===== src/rtl/core/ble_advert_spam_detector_macros.svh =====
// ----------------------------------------------------------------------------
// Assertion macros for the advert spam detector
// Immediate-implication and next-cycle-implication checks, compiled out when
// NO_ASSERTIONS is set.
// ----------------------------------------------------------------------------
`ifndef BLE_ADVERT_SPAM_DETECTOR_MACROS_SVH
`define BLE_ADVERT_SPAM_DETECTOR_MACROS_SVH

`ifndef NO_ASSERTIONS

// Consequent must hold in the same cycle as the antecedent.
`define BASD_ASSERT_NOW(label, ck, rn, ante, cons) \
    label: assert property (@(posedge ck) disable iff (!rn) (ante) |-> (cons)) \
        else $error("same-cycle check failed");

// Consequent must hold in the cycle after the antecedent.
`define BASD_ASSERT_NEXT(label, ck, rn, ante, cons) \
    label: assert property (@(posedge ck) disable iff (!rn) (ante) |=> (cons)) \
        else $error("next-cycle check failed");

`else

`define BASD_ASSERT_NOW(label, ck, rn, ante, cons)
`define BASD_ASSERT_NEXT(label, ck, rn, ante, cons)

`endif

`endif


===== src/rtl/core/basd_pkg.sv =====
// ----------------------------------------------------------------------------
// Advert spam detector package
// Field widths, spam class constants, control structs and state types.
// ----------------------------------------------------------------------------
package basd_pkg;

    // Field widths.
    localparam int MAC_W      = 48;
    localparam int CID_W      = 16;
    localparam int SUB_W      = 8;
    localparam int UUID_W     = 16;
    localparam int HIST_IDX_W = 6;
    localparam int RATE_W     = 7;
    localparam int CLASS_W    = 16;
    localparam int TOTAL_W    = 32;
    localparam int THR_W      = 7;
    localparam int HOLD_W     = 4;
    localparam int CFG_IDX_W  = 1;
    localparam int CFG_DATA_W = 7;

    // Configuration register indexes and reset values.
    localparam logic [CFG_IDX_W-1:0] REG_ALERT_THRESHOLD = 1'b0;
    localparam logic [CFG_IDX_W-1:0] REG_ALERT_HOLD      = 1'b1;
    localparam logic [THR_W-1:0]     THR_RESET           = 7'd20;
    localparam logic [HOLD_W-1:0]    HOLD_RESET          = 4'd4;

    // Spam class signatures.
    localparam logic [CID_W-1:0]  CID_CLASS_A = 16'h004C;
    localparam logic [CID_W-1:0]  CID_CLASS_B = 16'h0006;
    localparam logic [CID_W-1:0]  CID_CLASS_C = 16'h0075;
    localparam logic [SUB_W-1:0]  SUB_A_POPUP = 8'h0F;
    localparam logic [SUB_W-1:0]  SUB_A_ALT   = 8'h07;
    localparam logic [SUB_W-1:0]  SUB_B       = 8'h03;
    localparam logic [UUID_W-1:0] UUID_D      = 16'hFE2C;

    // Request codes.
    typedef enum logic [1:0] {
        REQ_ADVERT = 2'd0,
        REQ_TICK   = 2'd1,
        REQ_READ   = 2'd2
    } req_t;

    // Class match flags for one advert.
    typedef struct packed {
        logic a;
        logic b;
        logic c;
        logic d;
    } class_hits_t;

    // Sender table control and status.
    typedef struct packed {
        logic start;
        logic clear;
    } st_ctrl_t;

    typedef struct packed {
        logic busy;
        logic done;
    } st_stat_t;

    // History ring control and status.
    typedef struct packed {
        logic push;
        logic read;
    } hist_ctrl_t;

    typedef struct packed {
        logic busy;
        logic done;
    } hist_stat_t;

    // State machine types.
    typedef enum logic [1:0] {
        TS_IDLE,
        TS_ADV_WAIT,
        TS_HIST_WAIT,
        TS_FINISH
    } top_state_t;

    typedef enum logic {
        SS_IDLE,
        SS_SCAN
    } st_state_t;

    typedef enum logic [1:0] {
        HS_IDLE,
        HS_MOD,
        HS_READ
    } hist_state_t;

    // Classify an advert from its pre-parsed fields.
    function automatic class_hits_t classify(
        input logic              has_maker,
        input logic [CID_W-1:0]  cid,
        input logic [SUB_W-1:0]  sub,
        input logic              has_svc,
        input logic [UUID_W-1:0] uuid
    );
        class_hits_t h;
        h = '0;
        if (has_maker) begin
            if (cid == CID_CLASS_A) begin
                h.a = (sub == SUB_A_POPUP) || (sub == SUB_A_ALT);
            end else if (cid == CID_CLASS_B) begin
                h.b = (sub == SUB_B);
            end else if (cid == CID_CLASS_C) begin
                h.c = 1'b1;
            end
        end
        h.d = has_svc && (uuid == UUID_D);
        return h;
    endfunction

endpackage


===== src/rtl/core/basd_history.sv =====
// ----------------------------------------------------------------------------
// Distinct-count history ring
// Pushes one count per tick and reads an entry counted from the oldest, with
// unwritten entries reading as zero through a fill mark.
// ----------------------------------------------------------------------------
module basd_history
    import basd_pkg::*;
#(
    parameter int HISTORY_DEPTH = 64,
    parameter int DATA_W = 7
)
(
    input  logic                  clk,
    input  logic                  rst_n,
    input  hist_ctrl_t            ctrl,
    input  logic [DATA_W-1:0]     push_data,
    input  logic [HIST_IDX_W-1:0] read_index,
    output hist_stat_t            stat,
    output logic [DATA_W-1:0]     value
);

    localparam int HW = $clog2(HISTORY_DEPTH);
    localparam int SW = ((HW > HIST_IDX_W) ? HW : HIST_IDX_W) + 1;
    localparam logic [SW-1:0] DEPTH_S = SW'(HISTORY_DEPTH);
    localparam logic [HW-1:0] LAST_C  = HW'(HISTORY_DEPTH - 1);

    hist_state_t           state_reg, state_next;
    logic [HW-1:0]         next_reg, next_next;
    logic                  wrapped_reg, wrapped_next;
    logic [HIST_IDX_W-1:0] rem_reg, rem_next;
    logic                  valid_reg, valid_next;
    logic [DATA_W-1:0]     rd_data_reg;
    logic [SW-1:0]         sum;
    logic [HW-1:0]         rd_addr;
    logic                  rd_en;
    logic                  wr_en;
    logic                  done;

    logic [DATA_W-1:0] mem [HISTORY_DEPTH];

    // Physical address of the requested entry, oldest at the write pointer.
    assign sum     = SW'(next_reg) + SW'(rem_reg);
    assign rd_addr = (sum >= DEPTH_S) ? HW'(sum - DEPTH_S) : HW'(sum);

    // Push, index reduction and read sequencing.
    always_comb
    begin
        state_next   = state_reg;
        next_next    = next_reg;
        wrapped_next = wrapped_reg;
        rem_next     = rem_reg;
        valid_next   = valid_reg;
        rd_en        = 1'b0;
        wr_en        = 1'b0;
        done         = 1'b0;
        unique case (state_reg)
            HS_IDLE:
            begin
                if (ctrl.push) begin
                    wr_en = 1'b1;
                    if (next_reg == LAST_C) begin
                        next_next    = '0;
                        wrapped_next = 1'b1;
                    end else begin
                        next_next = next_reg + 1'b1;
                    end
                end
                if (ctrl.read) begin
                    rem_next   = read_index;
                    state_next = HS_MOD;
                end
            end
            HS_MOD:
            begin
                if (SW'(rem_reg) >= DEPTH_S) begin
                    rem_next = HIST_IDX_W'(SW'(rem_reg) - DEPTH_S);
                end else begin
                    rd_en      = 1'b1;
                    valid_next = wrapped_reg || (rd_addr < next_reg);
                    state_next = HS_READ;
                end
            end
            HS_READ:
            begin
                done       = 1'b1;
                state_next = HS_IDLE;
            end
            default:
            begin
                state_next = HS_IDLE;
            end
        endcase
    end

    // Control registers.
    always_ff @(posedge clk or negedge rst_n)
    begin
        if (!rst_n) begin
            state_reg   <= HS_IDLE;
            next_reg    <= '0;
            wrapped_reg <= 1'b0;
            rem_reg     <= '0;
            valid_reg   <= 1'b0;
        end else begin
            state_reg   <= state_next;
            next_reg    <= next_next;
            wrapped_reg <= wrapped_next;
            rem_reg     <= rem_next;
            valid_reg   <= valid_next;
        end
    end

    // Ring memory with a registered read port.
    always_ff @(posedge clk)
    begin
        if (wr_en) begin
            mem[next_reg] <= push_data;
        end
        if (rd_en) begin
            rd_data_reg <= mem[rd_addr];
        end
    end

    assign value     = valid_reg ? rd_data_reg : '0;
    assign stat.busy = (state_reg != HS_IDLE);
    assign stat.done = done;

endmodule


===== config.mk =====
export PLATFORM = sky130hd
export DESIGN_NAME = basd_history
export DESIGN_NICKNAME = d
export VERILOG_FILES = /design/src/rtl/core/ble_advert_spam_detector_macros.svh /design/src/rtl/core/basd_pkg.sv /design/src/rtl/core/basd_history.sv
export SDC_FILE = /design/constraint.sdc
export NUM_CORES = 1
export LEC_CHECK = 0
export BUFFER_PORTS_ARGS = -buffer_cell sky130_fd_sc_hd__buf_2
export CAP_MARGIN = 20
export CORE_UTILIZATION = 45
export DETAILED_ROUTE_END_ITERATION = 10
export SETUP_SLACK_MARGIN = 0.15
export SKIP_LAST_GASP = 1
export SYNTH_ARGS = -nofsm -noshare
export SYNTH_HDL_FRONTEND = slang
export SYNTH_SLANG_ARGS = --single-unit

===== constraint.sdc =====
create_clock -name clk -period 2.89 [get_ports clk]
set_input_delay 0.578 -clock clk [delete_from_list [all_inputs] [get_ports clk]]
set_output_delay 0.578 -clock clk [all_outputs]
set_load 0.01 [all_outputs]

==> impl_metrics.py <==
metrics = {
    "outcome": {
        "status": "finished, violations left",
        "violations": "design-rule violations, negative setup slack",
    },
    "global_route": {
        "overflow": 0,
        "antenna_found_initial": 0,
        "grt_pass1_vias": 9781,
        "grt_usage_pct": 20.8,
        "grt_max_degree": 65,
        "grt_pass1_wl_mm": 62.9,
    },
    "run": {
        "maxCapViolations": 0,
    },
    "clock_tree": {
        "clockBufferDepth": 3,
        "cts.sink_count": 471,
        "clk_pin_slew_ps": 60,
        "htree_levels": 2,
        "cts-root-buf": "clkbuf_16",
        "clk_latency_ps": 580,
        "cts_tree": "done",
        "cts_made_buffers": 48,
    },
    "layout": {
        "final_util_pct": 54.9,
        "nets": 1140,
        "diodes": 0,
        "final_layout_size_suffix_gt1_share_pct": 35.7,
        "fillers": 3191,
        "area_delta_synth_final_pct": 19.9,
        "largest_register_ffs": 448,
        "fin_cells": 1680,
    },
    "timing": {
        "drv_slew": 0,
        "period_minus_slack_ps": 3160,
        "skew_ps": 14.7,
        "rsz0062_at_grt": "yes",
        "timing.hold.ws_ps": 217,
        "slew_headroom_pct": 40.9,
        "fin_setup_tns_ps": -1780,
        "timing.final.hold_violations": 0,
        "period_share_pct": 109,
        "finalWorstSetupSlack_ps": -266,
        "setup_viol": 7,
        "fmax_ghz": 0.317,
        "worst_pin_slew_ps": 884,
    },
    "yosys": {
        "yosys_most_used_dff": "edfxtp_1",
        "synth_top_cell_by_area": "edfxtp_1",
        "synth_most_common_cell": "edfxtp_1",
        "yosysTopAreaCellShare_pct": 72.7,
        "synthTopCellsByArea": "edfxtp_1 73%, mux4_2 13%, dfrtp_1 2.1%",
        "yosysSeqAreaShare_pct": 74.9,
        "synth_seq_cells": 471,
        "synth_area_per_cell_um2": 20.2,
        "synth.distinct_cells": 40,
        "synth_commonest_cells": "455 x edfxtp_1, 112 x mux4_2, 77 x nor2_1, 46 x nand2_1, 29 x mux2i_1",
        "yosysWarnings": 0,
        "netlist_instances": 930,
        "synth_edf_count": 455,
        "synthesis.area_um2": 18800,
        "async_flop_share_pct": 3.40,
        "synth_nets": 958,
    },
    "detailed_routing": {
        "routed_wl_mm": 42.1,
        "drc_errors": 2,
        "drt_first_pass_iters": 8,
        "ant_nets": 0,
        "wl_per_cell_um": 25.0,
        "vias_per_cell": 5.58,
        "drt-initial-drc-count": 654,
        "vias": 9376,
    },
    "floorplanning": {
        "die_x_um": 206,
        "dieArea_um2": 42600,
        "core_um2": 41000,
        "initial_core_util_pct": 45.8,
        "core.rowCount": 74,
        "ioPinCount": 26,
        "fp.dieH_um": 206,
    },
    "worst_setup_path": {
        "worstPathMaxFanout": 6,
        "reg2reg_from": "next_reg[0]$_DFFE_PN0P_",
        "worstSetupPathType": "register to register",
        "cp-end-kind": "register",
        "ff2ff_path_depth": 12,
        "cp.required_ps": 3210,
        "crit_arrival_ps": 3480,
        "r2r_end": "rd_data_reg[6]$_DFFE_PN_",
        "reg2reg_slack_ps": -270,
        "cp-start-kind": "register",
    },
    "power_and_ir_drop": {
        "power_leakage_nw": 7.55,
        "ir_drop_mv": 0.679,
        "p_per_area_nw_per_um2": 1210,
    },
    "min_path": {
        "min-delay-start": "read_index[1]",
        "hold_class": "primary input to register",
        "hold_depth": 3,
        "min_to": "rem_reg[1]$_DFFE_PN0P_",
    },
    "placement": {
        "hpwl_mm": 26.8,
        "dp_cells": 1577,
        "place_congestion": 0.826,
        "port_buffers": 25,
    },
}
## final cells by class
type | instances | area (um^2) | share of cell area [%]
multi-input combinational | 405 | 4680 | 20.8
clock buffer | 61 | 1270 | 5.65
clock inverter | 25 | 203 | 0.900
inverter | 10 | 41.3 | 0.183
timing repair buffer | 176 | 1590 | 7.06
tap | 532 | 666 | 2.96
sequential | 471 | 14100 | 62.5
## per-layer routing
| metal | vias to the layer above | share of wire [%] | track usage, % |
|---|---|---|---|
| met4 | 0 | 3.2 | 7.67 |
| met2 | 239 | 49 | 33.4 |
| met1 | 4911 | 43 | 28.5 |
| met5 | - | 0 | 0 |
| met3 | 76 | 5.0 | 3.69 |
| li1 | 4150 | - | - |
## metrics by stage
| step | cell area, um^2 | total power, mW | setup slack, ps |
|---|---|---|---|
| 6_report | 22500 | 27.1 | -266 |
| 5_1_grt | 22500 | 28.3 | -366 |
| 4_1_cts | 22500 | 27.2 | -342 |
| 3_5_place_dp | 20500 | 19.3 | -566 |
| 3_3_place_gp | 20500 | 19.2 | -529 |
| 2_1_floorplan | 18800 | 15.3 | 153 |
## kinds of logic (layout without fill, tap and decap cells)
| group | Yosys count | after routing | share of synthesized area (%) |
|---|---|---|---|
| AO/OA/AOI/OAI | 60 | 60 | 2.27 |
| XOR/XNOR | 5 | 5 | 0.233 |
| adder cells (fa/ha/maj) | 11 | 11 | 0.773 |
| buffers and inverters | 54 | 272 | 1.74 |
| flip-flops | 471 | 471 | 74.9 |
| multiplexers | 161 | 161 | 16.2 |
| AND/OR/NAND/NOR | 168 | 168 | 3.94 |
## what timing repair did
| action | 4_1_cts | 5_1_grt |
|---|---|---|
| setup buffers | 13 | 0 |
| endpoints found under the hold margin | 16 | 0 |
| gates cloned | 3 | 0 |
| hold buffers | 1 | 0 |
| pin swaps | 10 | 3 |
| setup endpoints to repair | 8 | 8 |
| resized for setup | 62 | 10 |
## critical path, cell delays in order, from the launching register on
cell,delay [ps]
dfrtp_1,390
ha_4,160
inv_2,30
fa_4,780
buf_6,120
buf_12,140
buf_12,120
buf_16,120
mux4_2,280
mux2i_1,200
mux2_4,190
o22ai_4,80
a221o_1,290
## layout by cell type, fill, tap and decap left out, drive strengths merged, types with 2 or more instances in the layout
cell / instances
nor2: 77
mux4: 112
clkinv: 18
xnor2: 3
ha: 10
nor3: 4
buf: 174
a21o: 5
a221o: 7
nand2: 46
nor2b: 4
inv: 10
clkinvlp: 5
nand3: 8
xor2: 2
o21ai: 5
dfrtp: 16
a31oi: 14
a21oi: 5
and2: 24
o22ai: 7
and3: 2
a211oi: 15
mux2i: 29
bufinv: 2
mux2: 20
clkbuf: 61
edfxtp: 455
## where the power goes
| group | internal [mW] | switching [mW] | total (mW) |
|---|---|---|---|
| sequential | 7.84 | 0.145 | 7.99 |
| clock | 3.30 | 2.54 | 5.84 |
| combinational | 6.78 | 6.52 | 13.3 |
## worst max path at each step
| stage | slack [ps] | from | to | depth (start not counted) |
|---|---|---|---|---|
| final | -270 | next_reg[0]$_DFFE_PN0P_ | rd_data_reg[6]$_DFFE_PN_ | 12 |
| after CTS | -340 | rem_reg[0]$_DFFE_PN0P_ | rd_data_reg[2]$_DFFE_PN_ | 13 |
| after detailed placement | -570 | next_reg[0]$_DFFE_PN0P_ | rd_data_reg[4]$_DFFE_PN_ | 9 |
| after global placement | -530 | next_reg[0]$_DFFE_PN0P_ | rd_data_reg[4]$_DFFE_PN_ | 10 |
| after floorplan | 150 | next_reg[0]$_DFFE_PN0P_ | valid_reg$_DFFE_PN0N_ | 14 |
| after global routing | -370 | next_reg[0]$_DFFE_PN0P_ | rd_data_reg[2]$_DFFE_PN_ | 13 |
(Power assumes the default switching activity.)
